==> src/rtl/assert_macros.svh <==
// Assertion macros for the RTL.
`ifndef ASSERT_MACROS_SVH
`define ASSERT_MACROS_SVH
`ifndef ASSERT_OFF
`define ASSERT_IMPLIES(label, clk, rst_n, ante, cons) \
    label: assert property (@(posedge clk) disable iff (!rst_n) (ante) |-> (cons)) \
    else $error("assertion failed");
`define ASSERT_NEXT(label, clk, rst_n, ante, cons) \
    label: assert property (@(posedge clk) disable iff (!rst_n) (ante) |=> (cons)) \
    else $error("assertion failed");
`else
`define ASSERT_IMPLIES(label, clk, rst_n, ante, cons)
`define ASSERT_NEXT(label, clk, rst_n, ante, cons)
`endif
`endif

==> src/rtl/cwrc_pkg.sv <==
package cwrc_pkg;
    localparam int TIME_BITS_DEF = 32;
    localparam int WINDOW_FRAC_BITS_DEF = 16;

    localparam logic [1:0] OP_SENT    = 2'd0;
    localparam logic [1:0] OP_DATA    = 2'd1;
    localparam logic [1:0] OP_TIMEOUT = 2'd2;

    localparam logic [1:0] LVL_FREE      = 2'd0;
    localparam logic [1:0] LVL_BUSY_TWO  = 2'd2;
    localparam logic [1:0] LVL_CONGESTED = 2'd3;

    localparam logic [2:0] REG_INIT_WINDOW  = 3'd0;
    localparam logic [2:0] REG_CONTROL      = 3'd1;
    localparam logic [2:0] REG_MIN_TIMEOUT  = 3'd2;
    localparam logic [2:0] REG_MAX_TIMEOUT  = 3'd3;
    localparam logic [2:0] REG_INIT_TIMEOUT = 3'd4;
    localparam logic [2:0] REG_RETRY_LIMIT  = 3'd5;

    typedef enum logic [2:0] {
        ST_IDLE,
        ST_DIV,
        ST_RTT,
        ST_RTO,
        ST_WIN,
        ST_OUT
    } state_t;
endpackage

==> src/rtl/congestion_window_rto_controller.sv <==
// Congestion window and retransmit-timeout controller.
// Input channel: in_valid/in_stall carry one event beat (op, request_id,
// is_resend, congestion_level, now, outstanding, retry_count). in_stall is
// high whenever the block is busy with an event or holds an untaken result,
// and for the cycle after a write to the initial-window, control or
// initial-timeout register while the window or timeout reload lands.
// Output channel: out_valid/out_stall carry one result beat per event.
// Configuration: cfg_valid/cfg_ready/cfg_index/cfg_data write one register
// per beat; cfg_ready is always high. The user must make writes only while
// idle; the block does not enforce it.
// A data event runs the bit-serial restoring divider that forms 2^(2F)/window,
// one quotient bit a cycle, then one window step. An event that completes an
// RTT measurement takes two further steps for the smoothed RTT and its
// variance before the window step. Other events present their result the
// cycle after acceptance.
// One event is in flight at a time; the next beat is taken no earlier than
// the cycle after the result is taken.
// Reset loads the register defaults, window one and timeout one second.
// While the receiver stalls, the result is held and no event is accepted.
module congestion_window_rto_controller
#(
    parameter int TIME_BITS = cwrc_pkg::TIME_BITS_DEF,
    parameter int WINDOW_FRAC_BITS = cwrc_pkg::WINDOW_FRAC_BITS_DEF
)
(
    input  logic                clk,
    input  logic                rst_n,
    input  logic                in_valid,
    output logic                in_stall,
    input  logic [1:0]          op,
    input  logic [31:0]         request_id,
    input  logic                is_resend,
    input  logic [1:0]          congestion_level,
    input  logic [31:0]         now,
    input  logic [15:0]         outstanding,
    input  logic [7:0]          retry_count,
    output logic                out_valid,
    input  logic                out_stall,
    output logic [31:0]         window_now,
    output logic signed [16:0]  send_credit,
    output logic [31:0]         timeout_now,
    output logic [31:0]         smoothed_rtt,
    output logic [31:0]         rtt_variance,
    output logic                rtt_updated,
    output logic                abort_request,
    output logic [15:0]         congested_run,
    input  logic                cfg_valid,
    output logic                cfg_ready,
    input  logic [2:0]          cfg_index,
    input  logic [31:0]         cfg_data
);
    import cwrc_pkg::*;
    `include "assert_macros.svh"

    localparam int F = WINDOW_FRAC_BITS;
    localparam int DB = 2 * F + 1;
    localparam int CW = $clog2(DB + 1);
    localparam logic [31:0] WIN_ONE = 32'(64'd1 << F);
    localparam logic [TIME_BITS-1:0] TB = '0;

    logic [15:0] initw_reg;
    logic        ctrl_reg;
    logic [31:0] mint_reg, maxt_reg, initt_reg;
    logic [7:0]  rlim_reg;
    logic        cfgw_reg, cfgt_reg;

    logic [31:0] win_reg, win_next, tmo_reg, tmo_next, srtt_reg, srtt_next;
    logic [31:0] var_reg, var_next;
    logic        meas_reg, meas_next;
    logic [31:0] mid_reg, mid_next;
    logic [TIME_BITS-1:0] mstart_reg, mstart_next, ldbl_reg, ldbl_next;
    logic [TIME_BITS-1:0] lhalf_reg, lhalf_next;
    logic [15:0] ccnt_reg, ccnt_next;

    state_t state_reg, state_next;
    logic [1:0]  lvl_reg;
    logic [TIME_BITS-1:0] now_reg;
    logic [15:0] outs_reg;
    logic [CW-1:0] cnt_reg, cnt_next;
    logic [32:0] rem_reg, rem_next;
    logic [DB-1:0] quo_reg, quo_next;
    logic [32:0] rtt_reg, rtt_next;
    logic        upd_reg, upd_next, abt_reg, abt_next;

    logic [31:0] wdiv, init_win;
    logic [33:0] trial;
    logic [TIME_BITS-1:0] tnow;
    logic [TIME_BITS-1:0] dt;
    logic [31:0] dt32;
    logic [35:0] sum;
    logic [32:0] errv;
    logic [16:0] whole;
    logic signed [17:0] cred;

    assign tnow = TIME_BITS'(now);
    assign cfg_ready = 1'b1;
    assign in_stall = (state_reg != ST_IDLE) || cfgw_reg || cfgt_reg;
    assign out_valid = (state_reg == ST_OUT);
    assign wdiv = (win_reg == 32'd0) ? 32'd1 : win_reg;
    assign trial = {rem_reg, quo_reg[DB-1]} - {2'b00, wdiv};

    always_comb
    begin
        logic [47:0] w48;
        w48 = 48'(initw_reg) << F;
        if (w48 < 48'(WIN_ONE))
            init_win = WIN_ONE;
        else if (w48 > 48'hFFFF_FFFF)
            init_win = 32'hFFFF_FFFF;
        else
            init_win = w48[31:0];
        if (!ctrl_reg)
            init_win = 32'hFFFF_FFFF;
    end

    always_ff @(posedge clk or negedge rst_n)
    begin
        if (!rst_n)
        begin
            initw_reg <= 16'd1;
            ctrl_reg <= 1'b1;
            mint_reg <= 32'd500000;
            maxt_reg <= 32'd1000000;
            initt_reg <= 32'd1000000;
            rlim_reg <= 8'd12;
        end
        else if (cfg_valid)
        begin
            case (cfg_index)
                REG_INIT_WINDOW: initw_reg <= cfg_data[15:0];
                REG_CONTROL: ctrl_reg <= cfg_data[0];
                REG_MIN_TIMEOUT: mint_reg <= cfg_data;
                REG_MAX_TIMEOUT: maxt_reg <= cfg_data;
                REG_INIT_TIMEOUT: initt_reg <= cfg_data;
                REG_RETRY_LIMIT: rlim_reg <= cfg_data[7:0];
                default: ;
            endcase
        end
    end

    // Reload flags, registered on a write to the initial-window, control or initial-timeout register.
    always_ff @(posedge clk or negedge rst_n)
    begin
        if (!rst_n)
        begin
            cfgw_reg <= 1'b0;
            cfgt_reg <= 1'b0;
        end
        else
        begin
            cfgw_reg <= cfg_valid && (cfg_index == REG_INIT_WINDOW
                || cfg_index == REG_CONTROL);
            cfgt_reg <= cfg_valid && (cfg_index == REG_INIT_TIMEOUT);
        end
    end

    always_comb
    begin
        state_next = state_reg;
        win_next = win_reg;
        tmo_next = tmo_reg;
        srtt_next = srtt_reg;
        var_next = var_reg;
        meas_next = meas_reg;
        mid_next = mid_reg;
        mstart_next = mstart_reg;
        ldbl_next = ldbl_reg;
        lhalf_next = lhalf_reg;
        ccnt_next = ccnt_reg;
        cnt_next = cnt_reg;
        rem_next = rem_reg;
        quo_next = quo_reg;
        rtt_next = rtt_reg;
        upd_next = upd_reg;
        abt_next = abt_reg;
        dt = '0;
        dt32 = '0;
        sum = '0;
        errv = '0;
        if (cfgw_reg)
            win_next = init_win;
        if (cfgt_reg)
            tmo_next = (initt_reg == 32'd0) ? 32'd1 : initt_reg;
        case (state_reg)
            ST_IDLE:
            begin
                if (in_valid && !in_stall)
                begin
                    upd_next = 1'b0;
                    abt_next = 1'b0;
                    cnt_next = '0;
                    rem_next = '0;
                    quo_next = DB'(1) << (DB - 1);
                    case (op)
                        OP_SENT:
                        begin
                            if (!meas_reg && !is_resend)
                            begin
                                meas_next = 1'b1;
                                mid_next = request_id;
                                mstart_next = tnow;
                            end
                            state_next = ST_OUT;
                        end
                        OP_DATA:
                        begin
                            if (meas_reg && mid_reg == request_id)
                            begin
                                dt = tnow - mstart_reg;
                                dt32 = (TIME_BITS > 32 && (dt >> 32) != TB)
                                    ? 32'hFFFF_FFFF : 32'(dt);
                                rtt_next = {1'b1, dt32};
                                meas_next = 1'b0;
                            end
                            else
                                rtt_next = '0;
                            if (congestion_level == LVL_CONGESTED)
                            begin
                                if (ccnt_reg != 16'hFFFF)
                                    ccnt_next = ccnt_reg + 16'd1;
                            end
                            else
                                ccnt_next = '0;
                            state_next = ST_DIV;
                        end
                        OP_TIMEOUT:
                        begin
                            if (meas_reg && mid_reg == request_id)
                                meas_next = 1'b0;
                            if (retry_count > rlim_reg)
                                abt_next = 1'b1;
                            else
                            begin
                                dt = tnow - ldbl_reg;
                                if (dt > TIME_BITS'(tmo_reg))
                                begin
                                    sum = {3'b000, tmo_reg, 1'b0};
                                    tmo_next = (sum > 36'(maxt_reg))
                                        ? maxt_reg : sum[31:0];
                                    ldbl_next = tnow;
                                end
                            end
                            state_next = ST_OUT;
                        end
                        default: state_next = ST_OUT;
                    endcase
                end
            end
            ST_DIV:
            begin
                if (!trial[33])
                    rem_next = trial[32:0];
                else
                    rem_next = {rem_reg[31:0], quo_reg[DB-1]};
                quo_next = {quo_reg[DB-2:0], ~trial[33]};
                cnt_next = cnt_reg + CW'(1);
                if (cnt_reg == CW'(DB - 1))
                    state_next = rtt_reg[32] ? ST_RTT : ST_WIN;
            end
            ST_RTT:
            begin
                errv = (rtt_reg[31:0] >= srtt_reg) ? 33'(rtt_reg[31:0] - srtt_reg)
                    : 33'(srtt_reg - rtt_reg[31:0]);
                sum = (36'(srtt_reg) << 3) - 36'(srtt_reg) + 36'(rtt_reg[31:0]);
                srtt_next = sum[34:3];
                rtt_next = {1'b1, errv[31:0]};
                state_next = ST_RTO;
            end
            ST_RTO:
            begin
                sum = (36'(var_reg) << 3) - 36'(var_reg) + 36'(rtt_reg[31:0]);
                var_next = sum[34:3];
                rtt_next = '0;
                upd_next = 1'b1;
                state_next = ST_WIN;
            end
            ST_WIN:
            begin
                if (upd_reg && rtt_reg == '0)
                begin
                    sum = 36'(srtt_reg) + (36'(var_reg) << 2);
                    if (sum > 36'(maxt_reg))
                        sum = 36'(maxt_reg);
                    if (sum < 36'(mint_reg))
                        sum = 36'(mint_reg);
                    tmo_next = sum[31:0];
                end
                sum = 36'(win_reg);
                case (lvl_reg)
                    LVL_FREE:
                    begin
                        sum = 36'(win_reg) + 36'(quo_reg);
                        if (sum > 36'hFFFF_FFFF)
                            sum = 36'hFFFF_FFFF;
                    end
                    LVL_BUSY_TWO:
                        sum = (36'(win_reg) > 36'(quo_reg))
                            ? 36'(win_reg) - 36'(quo_reg) : 36'd0;
                    LVL_CONGESTED:
                    begin
                        if ((now_reg - lhalf_reg) > TIME_BITS'(srtt_reg))
                        begin
                            lhalf_next = now_reg;
                            sum = 36'(win_reg >> 1);
                        end
                    end
                    default: ;
                endcase
                if (sum < 36'(WIN_ONE))
                    sum = 36'(WIN_ONE);
                if (!ctrl_reg)
                    sum = 36'hFFFF_FFFF;
                win_next = sum[31:0];
                state_next = ST_OUT;
            end
            ST_OUT:
            begin
                if (!out_stall)
                    state_next = ST_IDLE;
            end
            default: state_next = ST_IDLE;
        endcase
    end

    always_ff @(posedge clk or negedge rst_n)
    begin
        if (!rst_n)
        begin
            state_reg <= ST_IDLE;
            win_reg <= WIN_ONE;
            tmo_reg <= 32'd1000000;
            srtt_reg <= '0;
            var_reg <= '0;
            meas_reg <= 1'b0;
            mid_reg <= '0;
            mstart_reg <= '0;
            ldbl_reg <= '0;
            lhalf_reg <= '0;
            ccnt_reg <= '0;
            cnt_reg <= '0;
            upd_reg <= 1'b0;
            abt_reg <= 1'b0;
            rtt_reg <= '0;
        end
        else
        begin
            state_reg <= state_next;
            win_reg <= win_next;
            tmo_reg <= tmo_next;
            srtt_reg <= srtt_next;
            var_reg <= var_next;
            meas_reg <= meas_next;
            mid_reg <= mid_next;
            mstart_reg <= mstart_next;
            ldbl_reg <= ldbl_next;
            lhalf_reg <= lhalf_next;
            ccnt_reg <= ccnt_next;
            cnt_reg <= cnt_next;
            upd_reg <= upd_next;
            abt_reg <= abt_next;
            rtt_reg <= rtt_next;
        end
    end

    always_ff @(posedge clk)
    begin
        rem_reg <= rem_next;
        quo_reg <= quo_next;
        if (in_valid && !in_stall)
        begin
            lvl_reg <= congestion_level;
            now_reg <= tnow;
            outs_reg <= outstanding;
        end
    end

    assign whole = ((win_reg >> F) > 32'd65535) ? 17'd65535 : 17'(win_reg >> F);
    assign cred = $signed({1'b0, whole}) - $signed({2'b00, outs_reg});
    assign window_now = win_reg;
    assign send_credit = (cred < -18'sd65535) ? -17'sd65535 : cred[16:0];
    assign timeout_now = tmo_reg;
    assign smoothed_rtt = srtt_reg;
    assign rtt_variance = var_reg;
    assign rtt_updated = upd_reg;
    assign abort_request = abt_reg;
    assign congested_run = ccnt_reg;

    `ASSERT_IMPLIES(a_win_floor, clk, rst_n, out_valid, win_reg >= WIN_ONE)
    `ASSERT_IMPLIES(a_abort_upd, clk, rst_n, out_valid, !(abt_reg && upd_reg))
    `ASSERT_NEXT(a_hold, clk, rst_n, out_valid && out_stall, out_valid && $stable(win_reg))
    `ASSERT_IMPLIES(a_cnt, clk, rst_n, state_reg == ST_DIV, cnt_reg < CW'(DB))
endmodule

==> config.mk <==
export PLATFORM = sky130hd
export DESIGN_NAME = congestion_window_rto_controller
export DESIGN_NICKNAME = d
export VERILOG_FILES = /design/src/rtl/cwrc_pkg.sv /design/src/rtl/congestion_window_rto_controller.sv
export VERILOG_INCLUDE_DIRS = /design/src /design/src/rtl
export SDC_FILE = /design/constraint.sdc
export NUM_CORES = 2
export LEC_CHECK = 0
export BUFFER_PORTS_ARGS = -buffer_cell sky130_fd_sc_hd__buf_2
export CAP_MARGIN = 0
export CORE_MARGIN = 4
export CORE_UTILIZATION = 40
export CTS_CLUSTER_SIZE = 40
export DETAILED_ROUTE_END_ITERATION = 12
export HOLD_SLACK_MARGIN = 0.05
export SLEW_MARGIN = 20
export SYNTH_ARGS = -nofsm -noshare
export SYNTH_HDL_FRONTEND = slang
export SYNTH_SLANG_ARGS = --single-unit
==> constraint.sdc <==
create_clock -name clk -period 11.1 [get_ports clk]
set_clock_uncertainty 0.15 [all_clocks]
set_input_delay 2.22 -clock clk [delete_from_list [all_inputs] [get_ports clk]]
set_output_delay 2.22 -clock clk [all_outputs]
set_load 0.03 [all_outputs]
# ---- Yosys cells after proc, flatten, opt, wreduce, memory -nomap -nowiden
# Cells that the tools add are included.
dict set report classes {
  add_sub_neg 16
  n_mul 0
  div 0
  order_cmp 14
  eq_ne 25
  n_shift 0
  n_mux 55
  bitwise 2
  reduce_logical 42
}
# op n
set ops {}
lappend ops {{2-to-1 mux 32 bit} 19}
lappend ops {{2-to-1 mux 33 bit} 6}
lappend ops {{subtractor 32 bit} 5}
lappend ops {{2-to-1 mux 36 bit} 4}
lappend ops {{case mux 33 bit (2 select lines)} 2}
lappend ops {{case mux 36 bit (3 select lines)} 1}
lappend ops {{case mux 33 bit (3 select lines)} 1}
lappend ops {{adder 35 x 32 -> 35 bit} 2}
lappend ops {{subtractor 35 x 32 -> 35 bit} 2}
lappend ops {{> comparator 32 bit} 2}
lappend ops {{logical NOT 32 bit} 2}
lappend ops {{case mux 32 bit (2 select lines)} 1}
lappend ops {{2-to-1 mux 16 bit} 3}
lappend ops {{< comparator 36 x 17 -> 1 bit, second input constant} 1}
lappend ops {{< comparator 36 x 32 -> 1 bit} 1}
lappend ops {{adder 32 x 34 -> 35 bit} 1}
lappend ops {{> comparator 35 x 32 -> 1 bit} 1}
lappend ops {{2-to-1 mux 35 bit} 1}
lappend ops {{adder 32 x 33 -> 34 bit} 1}
lappend ops {{> comparator 34 x 32 -> 1 bit, second input constant} 1}
lappend ops {{2-to-1 mux 34 bit} 1}
lappend ops {{subtractor 32 x 33 -> 34 bit} 1}
lappend ops {{subtractor 34 x 32 -> 34 bit} 1}
lappend ops {{> comparator 32 x 33 -> 1 bit} 1}
lappend ops {{41 further kinds} 93}
dict set report word_totals {
  reg_bits 556
  latch_bits 0
  ramBits 0
  mem_bits_ro 0
  inputBits 133
  out_inout_bits 166
  word_cells 182
  mem_count 0
}

# ---- Longest topological paths before layout
dict set report depth {
  word_depth 9
  ltp_mapped 39
  mapped_depth_nobuf 36
}

# ---- Worst setup path after synthesis
# Ideal clock, no wire load.
dict set report synth_path {
  kind {flip-flop to flip-flop}
  startpoint {reg srtt_reg[2], in the netlist smoothed_rtt[2]}
  endpoint {reg tmo_reg[29], in the netlist timeout_now[29]}
  t_arrival_ns 7.714
  required_ns 10.815
  path_slack_ns 3.102
  path_stages_with_launch 35
  path_buffers 3
  period_less_slack_ns 7.998
  path_cell_list {dfrtp_1 ha_1 fa_1 a21oi_1 o211ai_1 o41a_1 a41o_1 or2_2 a21o_1 a21oi_1 xnor2_1 ha_1 a21o_1 a21o_1 a21oi_1 nor2_1 a2111oi_0 o211a_1 a21oi_1 nor4b_2 clkbuf_1 clkbuf_1 o21ai_0 ha_1 nand4_1 nor3_1 o21ai_0 o211ai_1 a21oi_1 or4_1 o21ai_2 buf_4 mux2_2 o211ai_1 o211ai_1}
}
dict set report synth_between {
  elab_chain_len 9
}
# element line
set synth_rtl {}
lappend synth_rtl {{start: declaration} congestion_window_rto_controller.sv:67} ;# logic [31:0] win_reg, win_next, tmo_reg, tmo_next, srtt_reg, srtt_next;
lappend synth_rtl {{start signal: assignment} congestion_window_rto_controller.sv:350} ;# srtt_reg <= srtt_next;
lappend synth_rtl {{adder 32 x 34 -> 35 bit (*)} congestion_window_rto_controller.sv:281} ;# sum = 36'(srtt_reg) + (36'(var_reg) << 2);
lappend synth_rtl {{> comparator 35 x 32 -> 1 bit} congestion_window_rto_controller.sv:282} ;# if (sum > 36'(maxt_reg))
lappend synth_rtl {{2-to-1 mux 35 bit (*)} congestion_window_rto_controller.sv:282}
lappend synth_rtl {{2-to-1 mux 36 bit (*)} congestion_window_rto_controller.sv:279} ;# if (upd_reg && rtt_reg == '0)
lappend synth_rtl {{2-to-1 mux 36 bit (*)} congestion_window_rto_controller.sv:184} ;# case (state_reg)
lappend synth_rtl {{< comparator 36 x 32 -> 1 bit} congestion_window_rto_controller.sv:284} ;# if (sum < 36'(mint_reg))
lappend synth_rtl {{2-to-1 mux 32 bit (*)} congestion_window_rto_controller.sv:284}
lappend synth_rtl {{2-to-1 mux 32 bit (*)} congestion_window_rto_controller.sv:279}
lappend synth_rtl {{case mux 32 bit (2 select lines) (*)} congestion_window_rto_controller.sv:184}
lappend synth_rtl {{named net tmo_next[29]} congestion_window_rto_controller.sv:67}
lappend synth_rtl {{end signal: assignment} congestion_window_rto_controller.sv:349} ;# tmo_reg <= tmo_next;
lappend synth_rtl {{end: declaration} congestion_window_rto_controller.sv:67}
# Mark *: on every way through the listed nets, which the timed path passes. The rest lies on a longest branch. The select of a mux whose other input is x is not followed.
# A chain may end at the register's enable or synchronous reset.

# ---- Final worst setup path
dict set report layout_path {
  startpoint {reg srtt_reg[2], in the netlist smoothed_rtt[2]}
  endpoint {reg tmo_reg[5], in the netlist timeout_now[5]}
}
# Same word-level chain as after synthesis.

==> impl_metrics.ini <==
[critical_path]
reg2reg_setup_slack_ps = 1540
crit_buf_inv = 2
endpoint = timeout_now[5]
critPathLaunch = smoothed_rtt[2]
r2r-end = timeout_now[5]
cp.depth = 33
path_delay_family = simple AND/OR/NAND/NOR gates
crit_top_cell = a21oi_1
path_class = reg -> reg
rr_startpoint = smoothed_rtt[2]
critPathCaptureType = register
crit_path_max_fanout = 62
crit_path_top_delay_cell = buf_4
arrival_ps = 9960
max_stage_delay_ps = 530
start_kind = register
cp_data_required_time_ps = 11500
reg2regPathDepth = 33

[layout]
nNetsFinal = 6491
syn2layout_area_growth_pct = 11.9
drive_above_1_share_pct = 13.1
nFillCells = 11900
design_area_mm2 = 0.0540
finalNonFillerCells = 7430

[sta]
setup_ws_ps = 1540
timing.final.crit_share_pct = 86.1
max_freq_ghz = 0.105
period_needed_ps = 9560
relSlewSlack_pct = 24.6
rsz0062_at_grt = no
worst_slew_pin_slew_ps = 1110
tns_ps = 0
setup_viol = 0
slew_viol_final = 0
finalHoldViolCount = 0

[die]
die_h_um = 355
fp.dieW_um = 355
initial_core_util_pct = 40.3
io_pins = 299
dieArea_mm2 = 0.126
num_rows = 127
core_area_mm2 = 0.120

[routing]
wl_mm = 169
drt_iter0_drc = 3410
drt.antenna.violating_nets = 0
vias = 42400
first_pass_iters = 6
drc = 0
detail_route.vias_per_cell = 5.71
avgRoutedWirePerCell_um = 22.8

[grt]
grt_start_max_net_pins = 147
grt_usage_pct = 26.2
grt_pass1_wl_mm = 255
overflow = 0
grt_pass1_vias = 41500
antenna_found_initial = 26

[placed_design]
port_buffers = 297
placed_area_mm2 = 0.0515
place_inst = 7287
place_congestion = 0.984
place_ws_ps = 1630
hpwlAfterDp_mm = 131

[yosys]
synth_edf_count = 116
syn_inst = 5517
synth_area_leaders = dfrtp_1 (21%), ha_1 (14%), edfxtp_1 (7.2%)
synth_top_family_by_area = compound AO/OA/AOI/OAI gates
synth-compound-area-share_pct = 20.1
synth.distinct_cells = 96
ys_ff_latch = 556
yosysWarnings = 0
synth_area_mm2 = 0.0483
synth_ff_type = dfrtp_1
synthArstFlopShare_pct = 79.1
synth_xor_area_share_pct = 5.73
yosys.area.top_type = dfrtp_1
avgSynthCellArea_um2 = 8.75
synth_most_common_cell = inv_1
synth_top_cell_area_share_pct = 21.1
syn-num-nets = 6259
synthSimpleGateAreaFrac_pct = 13.6
ys_seq_area_share_pct = 30.1
synth_mux_area_share_pct = 7.25
synth_top_cells_by_count = inv_1 (603), ha_1 (540), a21oi_1 (430)
synthAdderAreaFrac_pct = 16.9

[run_status]
outcome = finished clean

[clocking]
clkTransAtPathRegs_ps = 60
cts_hold_buf = 0
cts_htree_levels = 3
post_cts_buffers = 0
cts_resized = 0
cts_tree = done
clkLatencyLatePin_ps = 680
cts_made_buffers = 72
clock_path_buffers = 3
cts-root-buf = clkbuf_16
numClockSinks = 556

[worst_hold_path]
min_path_type = reg -> reg

[job]
max-cap-violations = 0
==> tightest hold or removal path: cells and delay by family, from the launching register on <==
family           cells  cell delay [ps]
flip-flops           1              340
AND/OR/NAND/NOR      2              100
==> placed cells by master, fill, tap and decap left out, types with 53 or more instances in the layout <==
cell type	count
fa_1	69
nand2b_1	65
mux2_2	204
nand2_1	357
nand4_1	83
o211ai_1	58
buf_2	296
nor2b_1	73
a21oi_1	429
mux2i_1	120
o21ai_0	415
a21o_1	160
inv_1	601
o21a_1	59
buf_4	53
clkbuf_16	76
xor2_1	127
nor3_1	110
nand3_1	100
nor2_1	385
edfxtp_1	116
nor4_1	58
dfrtp_1	406
xnor2_1	188
ha_1	540
==> how the worst min path moves through the flow <==
stage,startpoint,end,slack (ps),cells after the start
floorplan,cnt_reg[5],cnt_reg[5],300,1
global placement,abort_request,abort_request,300,2
detailed placement,abort_request,abort_request,310,2
CTS,abort_request,abort_request,330,2
global route,cnt_reg[5],cnt_reg[5],350,1
finish,abort_request,abort_request,320,2
==> cells by family (layout without fill, tap and decap cells) <==
group	count (synthesis)	after routing
AO/OA/AOI/OAI	1535	1535
AND/OR/NAND/NOR	1377	1377
buffers and inverters	799	1090
adder cells (fa/ha/maj)	609	609
flip-flops	556	556
multiplexers	324	324
XOR/XNOR	316	316
other	1	11
==> cell type report <==
cell class | instances | area (µm²) | area share [%]
antenna | 10 | 25.0 | 0.0463
clock buffer | 103 | 2110 | 3.91
clock inverter | 30 | 324 | 0.600
inverter | 605 | 2270 | 4.20
multi-input combinational | 4162 | 30800 | 57.0
sequential | 556 | 14500 | 26.9
tap | 1612 | 2020 | 3.73
timing repair buffer | 352 | 1930 | 3.58
==> through the flow <==
| step | utilization [%] | hold WS [ps] |
|---|---|---|
| after CTS | 45.1 | 328 |
| after detailed placement | 43.0 | 315 |
| final | 45.1 | 323 |
| after global routing | 45.1 | 351 |
| after global placement | 43.0 | 304 |
| after floorplan | - | 299 |
==> routing by layer <==
layer | wire length, µm | track usage [%] | part of all wire [%]
met5 | 61 | 0 | 0.036
met4 | 8000 | 10.8 | 4.7
met3 | 10300 | 4.56 | 6.1
met2 | 79700 | 44.1 | 47
met1 | 71400 | 33.2 | 42
Power is not shown: default switching activity piles up to over one toggle a cycle in this logic, so the estimate is an artifact.
